## config.mk

```make
export PLATFORM = sky130hd
export DESIGN_NAME = bfdh_mod_unit
export DESIGN_NICKNAME = d
export VERILOG_FILES = /design/src/rtl/core/bfdh_pkg.sv /design/src/rtl/core/bfdh_mod_unit.sv
export SDC_FILE = /design/constraint.sdc
export NUM_CORES = 1
export LEC_CHECK = 0
export CORE_MARGIN = 8
export CORE_UTILIZATION = 45
export CTS_CLUSTER_SIZE = 28
export DETAILED_ROUTE_END_ITERATION = 16
export DONT_BUFFER_PORTS = 1
export MAX_ROUTING_LAYER = met4
export SETUP_SLACK_MARGIN = 0.2
export SYNTH_ARGS = -nofsm -noshare
export SYNTH_HDL_FRONTEND = slang
export SYNTH_SLANG_ARGS = --single-unit
export TNS_END_PERCENT = 20
```

## constraint.sdc

```tcl
create_clock -name clock -period 10 [get_ports clock]
set_input_delay 0 -clock clock [delete_from_list [all_inputs] [get_ports clock]]
set_output_delay 0 -clock clock [all_outputs]
set_load 0.05 [all_outputs]
```

## src/rtl/core/bfdh_pkg.sv

```systemverilog
// bfdh_pkg: shared types and constants of the bloom filter double hashing unit
// no dependencies; imported by the remainder unit and the top level
`timescale 1ns / 1ps

package bfdh_pkg;

   // fixed field widths
   localparam int HASH_W = 32;
   localparam int SIZE_W = 17;
   localparam int PCNT_W = 5;

   // configuration port
   localparam int CSR_IDX_W  = 2;
   localparam int CSR_DATA_W = SIZE_W;
   localparam logic [CSR_IDX_W-1:0] CSR_PROBE_COUNT = 2'd0;
   localparam logic [CSR_IDX_W-1:0] CSR_FILTER_SIZE = 2'd1;

   // request kinds
   localparam logic REQ_INSERT = 1'b0;
   localparam logic REQ_QUERY  = 1'b1;

   // remainder unit: quotient bits retired per cycle
   localparam int MOD_RADIX_BITS = 4;
   localparam int MOD_CYCLES     = HASH_W / MOD_RADIX_BITS;
   localparam int MOD_CNT_W      = $clog2(MOD_CYCLES);

   typedef struct packed {
      logic              start;
      logic [HASH_W-1:0] dividend;
      logic [SIZE_W-1:0] divisor;
   } mod_req_type;

   typedef struct packed {
      logic              done;
      logic [SIZE_W-1:0] remainder;
   } mod_rsp_type;

   typedef enum logic [1:0] {
      ST_CLEAR,
      ST_IDLE,
      ST_PROBE,
      ST_FINISH
   } state_type;

endpackage

```

## src/rtl/core/bfdh_mod_unit.sv

```systemverilog
// bfdh_mod_unit: iterative remainder of a 32-bit hash by the 17-bit filter size
// radix-16 restoring steps, one done pulse per request; uses bfdh_pkg
`timescale 1ns / 1ps

module bfdh_mod_unit
   import bfdh_pkg::*;
(
   input  logic        clock,
   input  logic        reset,
   input  mod_req_type mod_req,
   output mod_rsp_type mod_rsp
);

   logic [HASH_W-1:0]    q_ff,   q_in;
   logic [SIZE_W-1:0]    rem_ff, rem_in;
   logic [SIZE_W-1:0]    div_ff;
   logic [MOD_CNT_W-1:0] cnt_ff, cnt_in;
   logic                 busy_ff, busy_in;
   logic                 done_ff, done_in;

   // four dependent compare-subtract steps per cycle
   always_comb begin
      logic [SIZE_W:0]   r;
      logic [SIZE_W-1:0] rem;
      logic [HASH_W-1:0] q;
      rem = rem_ff;
      q   = q_ff;
      for (int s = 0; s < MOD_RADIX_BITS; s++) begin
         r = {rem, q[HASH_W-1]};
         q = {q[HASH_W-2:0], 1'b0};
         if (r >= {1'b0, div_ff}) begin
            r = r - {1'b0, div_ff};
         end
         rem = r[SIZE_W-1:0];
      end
      q_in    = q;
      rem_in  = rem;
      cnt_in  = cnt_ff + MOD_CNT_W'(1);
      busy_in = busy_ff;
      done_in = 1'b0;
      if (mod_req.start) begin
         busy_in = 1'b1;
         cnt_in  = '0;
      end else if (busy_ff && (cnt_ff == MOD_CNT_W'(MOD_CYCLES - 1))) begin
         busy_in = 1'b0;
         done_in = 1'b1;
      end
   end

   always_ff @(posedge clock) begin
      if (reset) begin
         busy_ff <= 1'b0;
         done_ff <= 1'b0;
         cnt_ff  <= '0;
      end else begin
         busy_ff <= busy_in;
         done_ff <= done_in;
         if (mod_req.start || busy_ff) begin
            cnt_ff <= cnt_in;
         end
      end
   end

   always_ff @(posedge clock) begin
      if (mod_req.start) begin
         q_ff   <= mod_req.dividend;
         rem_ff <= '0;
         div_ff <= mod_req.divisor;
      end else if (busy_ff) begin
         q_ff   <= q_in;
         rem_ff <= rem_in;
      end
   end

   assign mod_rsp.done      = done_ff;
   assign mod_rsp.remainder = rem_ff;

endmodule

```

Word-level counts from Yosys, hierarchy flattened

Cells that the tools add are included.

Multiplexer cells: 10
Order comparisons: 4
Reduce and logical (&&, ||, !) cells: 5
Equal/unequal tests: 1
Add/sub/neg operators: 5

Operators with widths:

| operator            | count |
|---|---|
| $ge 18x17->1        | 4 |
| $mux 17             | 4 |
| $sub 17x17->17      | 4 |
| $mux 32             | 2 |
| $reduce_bool 2->1   | 2 |
| $add 3x1->3 const B | 1 |
| $eq 3x3->1 const B  | 1 |
| $mux 1              | 3 |
| $mux 3              | 1 |
| $reduce_or 2->1     | 1 |
| $logic_and 1x1->1   | 1 |
| $logic_or 1x1->1    | 1 |

Word-level logic and storage cells: 31
Output and inout port bits: 18
Register bits after elaboration: 71

Depth between registers and ports, before layout

Gate-level depths: netlist (run 1).

Word-level depth: 8
Depth in mapped cells: 49
Mapped depth without buffers: 42

Worst setup path before layout (run 1)

No wires, ideal clock.

Path kind: register to register
From: reg rem_ff[10]
To: reg rem_ff[1]
Slack: 504 ps
Arrival time: 9374 ps
Stages on the path, launching flop included: 41
Buffers on the path: 6
Setup time: 122 ps
Required time: 9878 ps
Path through: dfxtp_1 ha_1 buf_2 nand3_1 nor4_2 a2111oi_4 o21ai_4 clkbuf_1 buf_2 o21ai_0 fa_1 nand2b_1 a211oi_1 o311ai_1 nand3_1 a2bb2oi_2 and2_2 buf_4 (+5 left out) o31a_1 o21ai_1 a21oi_1 a211oi_2 a21o_1 buf_6 o21ai_0 fa_1 a21o_1 a21oi_1 nand2b_1 a211oi_1 nor3_1 o21ai_0 and3_1 a2111o_2 and3_1 a311o_1

Longest elaborated chain between the ends: 8

Ends and longest elaborated chain:

| item                                                  | RTL line                                 | source |
|---|---|---|
| start, declared                                       | bfdh_mod_unit.sv:15                      | `logic [SIZE_W-1:0] rem_ff, rem_in;` |
| start signal, assigned                                | bfdh_mod_unit.sv:71                      | `rem_ff <= rem_in;` |
| $sub 17x17->17 / $ge 18x17->1 (equally long branches) | bfdh_mod_unit.sv:32, bfdh_mod_unit.sv:31 |  |
| $mux 17 *                                             | bfdh_mod_unit.sv:31                      | `if (r >= {1'b0, div_ff}) begin` |
| $sub 17x17->17 / $ge 18x17->1 (equally long branches) | bfdh_mod_unit.sv:32, bfdh_mod_unit.sv:31 |  |
| $mux 17 *                                             | bfdh_mod_unit.sv:31                      |  |
| $ge 18x17->1 / $sub 17x17->17 (equally long branches) | bfdh_mod_unit.sv:31, bfdh_mod_unit.sv:32 |  |
| $mux 17 *                                             | bfdh_mod_unit.sv:31                      |  |
| $sub 17x17->17 / $ge 18x17->1 (equally long branches) | bfdh_mod_unit.sv:32, bfdh_mod_unit.sv:31 |  |
| $mux 17 *                                             | bfdh_mod_unit.sv:31                      |  |

Every way passes the cells marked *; elsewhere a longest branch is shown, timed or not.
A chain may end at the register's enable or synchronous reset.

Worst setup path after layout (run 1)

From: reg div_ff[10]
To: reg rem_ff[11]

Longest elaborated chain between the ends: 8

Ends and longest elaborated chain:

| item                                                  | RTL line                                 | source |
|---|---|---|
| start, declared                                       | bfdh_mod_unit.sv:16                      | `logic [SIZE_W-1:0] div_ff;` |
| start signal, assigned                                | bfdh_mod_unit.sv:68                      | `div_ff <= mod_req.divisor;` |
| $sub 17x17->17 / $ge 18x17->1 (equally long branches) | bfdh_mod_unit.sv:32, bfdh_mod_unit.sv:31 |  |
| $mux 17                                               | bfdh_mod_unit.sv:31                      |  |
| $sub 17x17->17 / $ge 18x17->1 (equally long branches) | bfdh_mod_unit.sv:32, bfdh_mod_unit.sv:31 |  |
| $mux 17                                               | bfdh_mod_unit.sv:31                      |  |
| $ge 18x17->1 / $sub 17x17->17 (equally long branches) | bfdh_mod_unit.sv:31, bfdh_mod_unit.sv:32 |  |
| $mux 17                                               | bfdh_mod_unit.sv:31                      |  |
| $sub 17x17->17 / $ge 18x17->1 (equally long branches) | bfdh_mod_unit.sv:32, bfdh_mod_unit.sv:31 |  |
| $mux 17 *                                             | bfdh_mod_unit.sv:31                      |  |

Marked as above.

==> run summary, run 1 <==
In the final design database the tool counted approximately 980 nets. The total count of hold-check failures in the final report came out at 0. The via count of the first global-routing pass came to 6438.

The part of the cycle the worst path needs came out at 0.927. Row generation in the floorplan step produced 45 rows. Entering global routing, the biggest net connects 69 pins. The latest clock arrival within the worst-skew pair is 0.34 ns. The final-layout worst hold slack is about 0.016 ns. In the synthesized netlist the async set-or-reset flop fraction comes to 0. The x dimension of the die is between 100 and 150 um.

The antenna violation net count after detailed routing is 0. The vertical die dimension came out at 140 um. After floorplanning, the core was sized to cover 0.0151 sq mm.

In the final layout, the share of cells above drive strength 1 is 0.191. The initial antenna violation count was 0. Clock-pin slew was measured on the worst setup and hold paths at roughly 0.060 ns. After routing the design area is 0.00833 sq mm.

The per-instance average area after synthesis is about 9.1 sq um. The slowest cell on the critical path is sky130_fd_sc_hd__a2111oi_4. The count of maximum capacitance violations came out at 0.

In this run the cell area measured after placement is around 0.0074 sq mm. Once detailed placement completed, the half-perimeter wirelength came to 16500 um. The setup path with the least slack is of type reg -> reg. The first global-routing pass estimated ~33000 um of wire.

The routed layout has 6387 vias. The number of antenna diodes is 0. The final-report setup violation count is 0.

The number of clock sinks came out at 71. The initial cell density of the core came out at 0.457. The signed area change from the synthesized netlist to the final layout is 20.2%.

For this run, the number of Yosys warnings is 0. The average wire per cell in the routed design is between 20 and 25 um. By instance count, the cell type seen most on the critical path is sky130_fd_sc_hd__ha_1. The aggregate routed wire length is 21400 um. The data arrival time of the worst path came out at about 9.5 ns. The number of instances in the synthesized netlist is 764. In the post-route analysis, the smallest setup slack over all paths is 0.726 ns.

The die covers a little under 0.02 sq mm. The smallest clock period supported by the final layout is computed as 9.27 ns. The number of search-and-repair iterations in the first detailed-routing pass is 6. The number of vias per cell after detailed routing is around 6.1. For this run, design rule violations remaining after detail routing come to 0. The synthesized design contains a little under 50 enable-type register cells.

The final instance count without filler cells is 1048. Setup repair after global routing left no endpoint under its margin. The library cells used most frequently in the layout, excluding fill and tap cells, are sky130_fd_sc_hd__nor2_1 (71), sky130_fd_sc_hd__ha_1 (67), sky130_fd_sc_hd__a21oi_1 (58). Buffers inserted during clock tree synthesis total 9.

The largest fanout on the critical path is 15. The worst hold path belongs to the class in -> reg. The H-tree depth came out at 3. The most common cell after layout, fill and taps aside is sky130_fd_sc_hd__nor2_1. The portion of the post-synthesis area used by sequential elements came out at 0.276.

The worst setup path is launched from a flop. The number of placed instances with taps included came out at between 900 and 1k. In the global route stage, overall resource usage came out at 0.219. The net count after synthesis came out at just under 900. STA puts the critical path data required time at a little over 10 ns. The number of synthesized register bits is between 70 and 80.

The leftover overflow at the end of global routing is 0. The number of buffers on the longest clock path came out at 2. The max-slew violation count came out at 0.

TritonCTS built the clock tree. STA classifies the critical path endpoint as a flop. The quantity of I/O buffers inserted on ports came out at 0.

The last weighted congestion value of the routability-driven placer is ~1. The maximum frequency from static timing analysis came out at between 0.1 and 0.15 GHz. Headroom to the max-slew limit came out at 0.476. The cell sitting at the root of the clock tree is a sky130_fd_sc_hd__clkbuf_16.

The netlist area before placement is 0.00692 sq mm. Among all flip-flop cells after synthesis, the most frequent one is sky130_fd_sc_hd__edfxtp_1. The worst setup skew after layout is roughly 0.0065 ns.

During I/O placement, the number of pins put on the boundary was 70. The flow ran to the end, and the final reports show no timing, DRC or antenna violations. After synthesis, the netlist uses between 70 and 80 different library cells. The iteration-0 DRC count of the detailed router came out at around 670. The setup slack at placement is -0.158 ns.

The highest cell delay on the worst timing path is between 0.4 and 0.5 ns. The transition time of the tightest slew-check pin is 0.786 ns.
==> synth_stat cells, types with 5 or more instances <==
master | count | area [sq um]
sky130_fd_sc_hd__a2111oi_2 | 8 | 120
sky130_fd_sc_hd__a211oi_1 | 12 | 90.1
sky130_fd_sc_hd__a21o_1 | 13 | 97.6
sky130_fd_sc_hd__a21oi_1 | 60 | 300
sky130_fd_sc_hd__a31oi_1 | 7 | 43.8
sky130_fd_sc_hd__and2_1 | 7 | 43.8
sky130_fd_sc_hd__and3_1 | 8 | 50.1
sky130_fd_sc_hd__buf_2 | 6 | 30.0
sky130_fd_sc_hd__clkbuf_1 | 7 | 26.3
sky130_fd_sc_hd__dfxtp_1 | 22 | 440
sky130_fd_sc_hd__edfxtp_1 | 49 | 1470
sky130_fd_sc_hd__ha_1 | 70 | 876
sky130_fd_sc_hd__inv_1 | 47 | 176
sky130_fd_sc_hd__mux2_2 | 53 | 597
sky130_fd_sc_hd__mux2i_1 | 16 | 160
sky130_fd_sc_hd__nand2_1 | 36 | 135
sky130_fd_sc_hd__nand2b_1 | 12 | 75.1
sky130_fd_sc_hd__nand3_1 | 22 | 110
sky130_fd_sc_hd__nand4_1 | 6 | 37.5
sky130_fd_sc_hd__nor2_1 | 71 | 267
sky130_fd_sc_hd__nor2b_1 | 8 | 50.1
sky130_fd_sc_hd__nor3_1 | 25 | 125
sky130_fd_sc_hd__nor4_1 | 6 | 37.5
sky130_fd_sc_hd__o21a_1 | 8 | 60.1
sky130_fd_sc_hd__o21ai_0 | 43 | 215
sky130_fd_sc_hd__o31ai_1 | 5 | 37.5
sky130_fd_sc_hd__or2_2 | 5 | 31.3
sky130_fd_sc_hd__xnor2_1 | 25 | 219
sky130_fd_sc_hd__xor2_1 | 19 | 166
==> cells by family (layout without fill, tap and decap cells) <==
group	after synthesis	in the layout	synth area share
and+or+nand+nor	223	223	0.160
AOI/OAI and AO/OA	212	213	0.215
adders and majority gates	74	74	0.138
DFF	71	71	0.276
buffers and inverters	71	166	0.0450
muxes	69	69	0.109
xor gates and xnor gates	44	44	0.0557
==> sequential cells by signal, indices dropped and copies added, names as in the netlist <==
| name | cells |
|---|---|
| cnt_ff | 3 |
| done_ff | 1 |
| busy_ff | 1 |
| q_ff | 32 |
| div_ff | 17 |
| rem_ff | 17 |
==> repair_timing <==
action                     CTS  global route
setup endpoints to repair   17            17
cloned                       0             1
hold endpoints to repair    86             0
hold buffers                52             0
gates resized for setup      4            19
setup buffers                3             4
pin swaps                    1             6
==> per-stage QoR <==
stage	utilization	TNS (ns)
2_1_floorplan	-	0
3_3_place_gp	0.485	0
3_5_place_dp	0.485	-1.39
4_1_cts	0.543	0
5_1_grt	0.550	0
6_report	0.550	0
==> final timing paths <==
path                        startpoint                       to  slack [ns]  depth (start not counted)
setup / recovery  div_ff[10]$_DFFE_PP_  rem_ff[11]$_SDFFE_PP0P_        0.73                         38
hold / removal             mod_req[49]   rem_ff[2]$_SDFFE_PP0P_        0.02                          2
setup reg to reg  div_ff[10]$_DFFE_PP_  rem_ff[11]$_SDFFE_PP0P_        0.73                         38
hold reg to reg     q_ff[20]$_DFFE_PP_       q_ff[24]$_DFFE_PP_        0.54                          1
==> layout make-up <==
| class | count | area [sq um] |
|---|---|---|
| repair buffers | 102 | 917 |
| inverters | 48 | 183 |
| multi-input cells | 623 | 4780 |
| well taps | 188 | 235 |
| clock inverters | 7 | 76.3 |
| clock buffers | 9 | 225 |
| flip-flops and latches | 71 | 1910 |
| fillers | 1333 | 6820 |
==> layer usage <==
layer  up-vias  routed length (um)  GRT usage
li1       3050                   -          -
met1      3004                9760      0.292
met2       287                9360      0.331
met3        46                1620     0.0367
met4         0                 614     0.0743
met5         -                   0          -
==> worst max-delay path, delay by kind of cell, from the launching register on <==
family,cells,cell delay [ns]
buffers and inverters,5,0.89
and+or+nand+nor,9,1.69
muxes,4,1.10
AOI/OAI and AO/OA,16,3.73
adders and majority gates,4,1.36
DFF,1,0.37
Power of run 1 is left out: the tool's default activity adds up to more than one toggle a clock period on the data nets, which glitch-free logic cannot reach.
==> run 2: changes to the inputs <==
--- a/config.mk
+++ b/config.mk
@@ -5,6 +5,7 @@
 export SDC_FILE = /design/constraint.sdc
 export NUM_CORES = 1
 export LEC_CHECK = 0
+export ABC_AREA = 1
 export CORE_MARGIN = 8
 export CORE_UTILIZATION = 45
 export CTS_CLUSTER_SIZE = 28
==> run 2 against run 1 <==
  * Hold slack gained 0.0091 ns
  * Cell count grew 32%
  * Area after synthesis grew 6.8%
  * Wire length grew 11%
  * Critical endpoint is now rem_ff[12]$_SDFFE_PP0P_
==> run summary, run 2 <==
The flow ran to the end, and the final reports show no timing, DRC or antenna violations. The tool flagged a number of max-cap violations equal to 0. By instance count, the leading cell after synthesis is sky130_fd_sc_hd__nand2_1. The aggregate routed wire length is 23600 um.

The initial antenna violation count is 0. The final-report setup violation count is 0. The wire-length estimate of the detail-placed layout is between 15000 and 20000 um. The last weighted congestion value of the routability-driven placer came out at slightly above 1. The number of search-and-repair iterations in the first detailed-routing pass came out at 5. The worst register-to-register path has a setup slack of between 1 and 1.5 ns. The filler cell count is 1690. The signed area change from the synthesized netlist to the final layout is 13.8%. The number of buffers on the longest clock path is 2.

The most numerous cell type found on the critical path is sky130_fd_sc_hd__nand2_1. The placeable core region is 0.0163 sq mm. Post-CTS repair changed the size of 0 cells.

STA classifies the critical path endpoint as a flop. Among all flip-flop cells after synthesis, the most frequent one is sky130_fd_sc_hd__edfxtp_1. The DRC violations left is 0. The first global-routing pass estimated 37300 um of wire. q_ff holds more flip-flops than any other register.

The data arrival time of the worst path came out at 9.06 ns. The flip-flop count of the largest register after layout is 32. The portion of the post-synthesis area used by sequential elements is 0.258.

The repair_antennas step left the layout with diodes totalling 0. The total number of nets in the final design is 1283. The distinct cell type count after synthesis is 50. The top cell types in the final layout, fill and taps aside, are sky130_fd_sc_hd__nand2_1 (408), sky130_fd_sc_hd__inv_1 (147), sky130_fd_sc_hd__nand3_1 (108).

Entering global routing, the biggest net connects 51 pins. Dividing the detail-routed wire length by the instance count gives roughly 17 um. The critical path start-end classification is reg -> reg. The tightest min-delay check is of the in -> reg type. The boundary pin count is 70. For the worst setup path, the data required time is ~10 ns. The largest fanout on the critical path is 27. The number of vias per cell after detailed routing is about 5.3. The per-instance average area after synthesis is approximately 6.7 sq um. The share of Yosys cell area claimed by the top area cell type came out at 0.207. The total count of hold-check failures in the final report is 0.

The clock period minus final worst setup slack is 8.79 ns. The latest clock arrival within the worst-skew pair came out at approximately 0.33 ns. On the critical path, the stage with the largest delay is an instance of sky130_fd_sc_hd__dfxtp_1. The max-slew violation count was 0.

The area enclosed by the die boundary is about 0.021 sq mm. Detailed routing inserted a total of 7352 vias. The initial cell density of the core is 0.453. The part of the cycle the worst path needs is 0.879. For the final routed database, the setup TNS stands at 0 ns. Setup repair after global routing left no endpoint under its margin.

The total CTS buffers came out at 9. For this run, the slowest stage of the critical path takes around 0.77 ns. The H-tree depth came out at 3. In the synthesized netlist, the number of instances is about 1.1k. The most common cell after layout, fill and taps aside is sky130_fd_sc_hd__nand2_1. The largest registers in the layout are q_ff (32), div_ff (17), rem_ff (17). After synthesis the netlist holds a flip-flop and latch count of 71.

During synthesis, Yosys emitted a total of 0 warnings. Setup slack closes at between 1 and 1.5 ns. Hold timing on the final database bottoms out at a slack of ~0.025 ns. The vertical die dimension came out at about 140 um. For this run, the total global-route usage over all layers was measured as 0.239.

The share of post-route cells with drive strength above 1 is 0.0439. By area the synthesized netlist is led by sky130_fd_sc_hd__nand2_1 (21%), sky130_fd_sc_hd__edfxtp_1 (20%), sky130_fd_sc_hd__ha_1 (12%). The biggest area contributor in the post-synthesis netlist is sky130_fd_sc_hd__nand2_1. At the pin with the least slew margin, the transition time is 1.01 ns. The share of synthesized flip-flops with an asynchronous set or reset is 0. The worst pin sits at a relative slew slack of 0.325. The number of synthesized flops with an enable pin is 49. The worst setup skew after layout is between 0.009 and 0.01 ns. The maximum frequency from static timing analysis is approximately 0.11 GHz. TritonCTS built the clock tree. Port buffering added 0 buffers. The number of standard-cell rows in the floorplan came out at 47. Summed over all layers, the global routing overflow is 0.

The antenna violation net count after detailed routing is 0. The setup slack at placement came out at ~1.4 ns. The number of clock sinks came out at 71. The kind of start point of the critical path is a flop.

The x dimension of the die came out at 144 um. CTS placed an instance of sky130_fd_sc_hd__clkbuf_16 at the clock tree root. Counting instances in the post-synthesis netlist gives the leading cell types as sky130_fd_sc_hd__nand2_1 (408), sky130_fd_sc_hd__inv_1 (147), sky130_fd_sc_hd__nand3_1 (108), sky130_fd_sc_hd__ha_1 (70), sky130_fd_sc_hd__nor2_1 (56). The netlist area before placement is ~0.0074 sq mm.

The iteration-0 DRC count of the detailed router came out at between 700 and 800. The net count after synthesis came out at approximately 1.2k. The CTS clock-pin slew for the worst setup and hold paths came out at 0.06 ns. The via count of the first global-routing pass is roughly 7k.
run 2: cell count changes after synthesis, moves of 14 or more:
| cell | previous run | this run |
|---|---|---|
| sky130_fd_sc_hd__nand2_1 | 36 | 408 |
| sky130_fd_sc_hd__nor3_1 | 25 | 11 |
| sky130_fd_sc_hd__mux2i_1 | 16 | 0 |
| sky130_fd_sc_hd__mux2_2 | 53 | 0 |
| sky130_fd_sc_hd__inv_1 | 47 | 147 |
| sky130_fd_sc_hd__nand3_1 | 22 | 108 |
| sky130_fd_sc_hd__nor2_1 | 71 | 56 |
run 2: routing by layer:
| layer | routed length [um] | part of all wire | GRT usage |
|---|---|---|---|
| met1 | 10700 | 0.45 | 0.319 |
| met4 | 510 | 0.022 | 0.0597 |
| met5 | 0 | 0 | - |
| met3 | 2010 | 0.085 | 0.0436 |
| met2 | 10400 | 0.44 | 0.369 |
run 2: cells by family after synthesis:
group,after synthesis,share of synthesized area
AND/OR/NAND/NOR,624,0.368
XOR/XNOR,52,0.0616
AO/OA/AOI/OAI,116,0.0903
flip-flops,71,0.258
buffers and inverters,174,0.0922
adder cells (fa/ha/maj),74,0.129
run 2: layout make-up:
cell class / instances / area, sq um / area share
multi-input combinational: 866 / 4800 / 0.571
clock buffer: 9 / 225 / 0.0268
sequential: 71 / 1910 / 0.227
clock inverter: 7 / 63.8 / 0.00758
inverter: 152 / 571 / 0.0678
timing repair buffer: 57 / 566 / 0.0672
tap: 220 / 275 / 0.0327
run 2: worst paths after layout:
path / start / endpoint / depth (start not counted)
worst max-delay path: rem_ff[3]$_SDFFE_PP0P_ / rem_ff[12]$_SDFFE_PP0P_ / 55
worst min-delay path: mod_req[49] / div_ff[0]$_DFFE_PP_ / 1
worst max register to register: rem_ff[3]$_SDFFE_PP0P_ / rem_ff[12]$_SDFFE_PP0P_ / 55
worst min register to register: cnt_ff[2]$_SDFFE_PP0P_ / cnt_ff[2]$_SDFFE_PP0P_ / 2
run 2: metrics by stage:
step | utilization | cell area [sq um] | cells
6_report | 0.515 | 8420 | 1382
5_1_grt | 0.515 | 8420 | 1382
4_1_cts | 0.515 | 8420 | 1382
3_5_place_dp | 0.465 | 7610 | 1315
3_3_place_gp | 0.465 | 7610 | 1315
2_1_floorplan | - | 7400 | 1111
run 2: repair_timing:
action / in CTS / in global routing
hold endpoints to repair: 71 / 0
setup endpoints to repair: 0 / 0
setup buffers: 0 / 0
hold buffers: 51 / 0
run 2: worst max-delay path, delay by kind of cell, from the launching register on:
kind,cells,cell delay (ns)
AND/OR/NAND/NOR,38,4.21
adder cells (fa/ha/maj),4,1.57
AO/OA/AOI/OAI,6,1.51
flip-flops,1,0.77
buffers and inverters,7,0.68
Power of run 2 is left out for the same reason.
==> run 3: changes to the inputs <==
==> constraint.sdc (replaced) <==
create_clock -name clock -period 11.1 [get_ports clock]
set_input_delay 0 -clock clock [delete_from_list [all_inputs] [get_ports clock]]
set_output_delay 0 -clock clock [all_outputs]
set_load 0.05 [all_outputs]
==> run 3 against run 2 <==
  * Sequential cell count unchanged
  * Via count is 1.7% lower
  * Critical endpoint unchanged
  * Register-to-register slack gained 1.1 ns
  * Critical path depth is the same
  * Cell area down 0.51%
==> run summary, run 3 (synthesis results as in run 2) <==
The number of clock sinks came out at 71. In this run the worst path has a maximum fanout of 27. The CTS clock-pin slew for the worst setup and hold paths is 0.06 ns.

After the first detailed-routing iteration, the DRC count stood at 681. STA classifies the critical path startpoint as a flop. The number of buffers on the longest clock path is 2. The initial antenna violation count is 0. The cell that appears most often on the critical path is sky130_fd_sc_hd__nand2_1. The vertical die dimension is roughly 140 um. The flip-flop count of the largest register after layout came out at 32. The slowest stage of the critical path belongs to the cell sky130_fd_sc_hd__edfxtp_1.

The number of search-and-repair iterations in the first detailed-routing pass came out at 5. The number of vias per cell after detailed routing is about 5.2. The initial cell density of the core came out at 0.453. The max-slew violation count is 0. The required time at the worst-slack endpoint is approximately 11 ns. The logic depth of the worst register-to-register path is 55. After routing the design area is around 0.0084 sq mm. The x dimension of the die is 144 um. The boundary pin count is 70. In the global route stage, met1 resource usage came out at 0.313. After detailed routing, the total wire length is approximately 23000 um. The total count of hold-check failures in the final report was 0.

The filler cell count came out at about 1.7k. The wire length of the first global-routing pass came out at roughly 36000 um. The global routing stage identified its most utilized layer as met2. Buffers inserted during clock tree synthesis total 9.

Ranked by flip-flop count, first place goes to q_ff. Setup repair after global routing left no endpoint under its margin. The leftover overflow at the end of global routing is 0. In the final layout, the registers with the most flip-flops are q_ff (32), div_ff (17), rem_ff (17). Gates resized during post-CTS repair numbered 0. The worst pin sits at a relative slew slack of 0.278. By startpoint and endpoint, the worst setup path is classified as reg -> reg. After detailed routing, the number of remaining DRC violations is 0. In this run the clock root is driven by a sky130_fd_sc_hd__clkbuf_16. TritonCTS built the clock tree.

The H-tree depth is 3. The min-delay analysis places its worst path in the category in -> reg. Leaving out fill and tap cells, the most frequent cell in the layout is sky130_fd_sc_hd__nand2_1.

During placement, the flow inserted port buffers numbering 0. The final-report setup violation count is 0. The combined global-route utilization of all metal layers came out at 0.235.

The transition time of the tightest slew-check pin is roughly 1.1 ns. The routed layout has between 7k and 8k vias. The highest cell delay on the worst timing path is about 0.54 ns.

The instance count along the most critical hold path came out at 1. In the finished design, the share of the clock period the worst path needs comes to 0.793. The maximum number of pins on one net before global-route repair is about 50.

The signed area change from the synthesized netlist to the final layout is 13.2%. The worst setup skew after layout is 0.00625 ns. The met2 usage in global routing came out at 0.360. The last weighted congestion value of the routability-driven placer is slightly below 1. The average wire per cell in the routed design is 16.8 um. STA puts the critical path data arrival time at 9.08 ns. After routing, the total negative slack on setup checks comes to 0 ns. The area enclosed by the die boundary came out at 0.0208 sq mm. The placeable core region is approximately 0.016 sq mm.

The maximum frequency from static timing analysis is between 0.1 and 0.15 GHz. The cell area after placement is roughly 0.0076 sq mm. Of the cells placed in the final design, the portion with a size suffix greater than 1 is 0.0397. The latest clock arrival within the worst-skew pair came out at roughly 0.34 ns.

The number of standard-cell rows in the floorplan is 47. The total number of nets in the final design is 1280. The via count of the first global-routing pass came to 6682. The total half-perimeter wirelength after legalization and detailed placement is about 18000 um. The clock period minus final worst setup slack came out at a little under 9 ns. The antenna violation net count after detailed routing is 0.

In the layout the commonest cells are sky130_fd_sc_hd__nand2_1 (408), sky130_fd_sc_hd__inv_1 (147), sky130_fd_sc_hd__nand3_1 (108). The count of maximum capacitance violations came out at 0. STA classifies the critical path endpoint as a flop. Hold timing on the final database bottoms out at a slack of ~0.033 ns. The fraction of met3 tracks used by global routing came out at 0.0499.

The run finished with clean final reports.
-- run 3: critical path, delay by kind of cell, from the launching register on --
kind,cells,cell delay [ns]
DFF,1,0.54
buffers and inverters,7,0.71
AOI/OAI and AO/OA,6,1.49
adders and majority gates,5,1.87
and+or+nand+nor,37,4.11
-- run 3: per-stage QoR --
step | util | worst slack (ns) | instances
floorplan | - | 3.37 | 1111
global placement | 0.464 | 2.67 | 1312
detailed placement | 0.464 | 2.51 | 1312
CTS | 0.512 | 2.47 | 1379
global route | 0.512 | 1.49 | 1379
finish | 0.512 | 2.29 | 1380
-- run 3: final timing paths --
path	slack, ns	startpoint	end
worst max-delay path	2.29	div_ff[0]$_DFFE_PP_	rem_ff[12]$_SDFFE_PP0P_
worst min-delay path	0.03	mod_req[49]	div_ff[0]$_DFFE_PP_
worst max register to register	2.29	div_ff[0]$_DFFE_PP_	rem_ff[12]$_SDFFE_PP0P_
worst min register to register	0.47	cnt_ff[2]$_SDFFE_PP0P_	cnt_ff[2]$_SDFFE_PP0P_
-- run 3: final cells by class --
class | instances | area, sq um | share of cell area
inverters | 152 | 571 | 0.0681
clock buffers | 10 | 229 | 0.0273
diodes | 1 | 2.50 | 0.000299
multi-input cells | 866 | 4800 | 0.574
well taps | 220 | 275 | 0.0329
repair buffers | 54 | 543 | 0.0648
flip-flops and latches | 71 | 1910 | 0.228
clock inverters | 6 | 37.5 | 0.00448
-- run 3: what timing repair did --
item,CTS,global route
endpoints found under the hold margin,71,0
setup buffers,0,0
hold buffers,51,0
setup endpoints to repair,0,0
-- run 3: per-layer routing --
layer	up-vias	part of all wire
li1	3685	-
met1	3252	0.46
met2	261	0.44
met3	26	0.081
met4	0	0.014
met5	-	0
Power of run 3 is left out for the same reason.
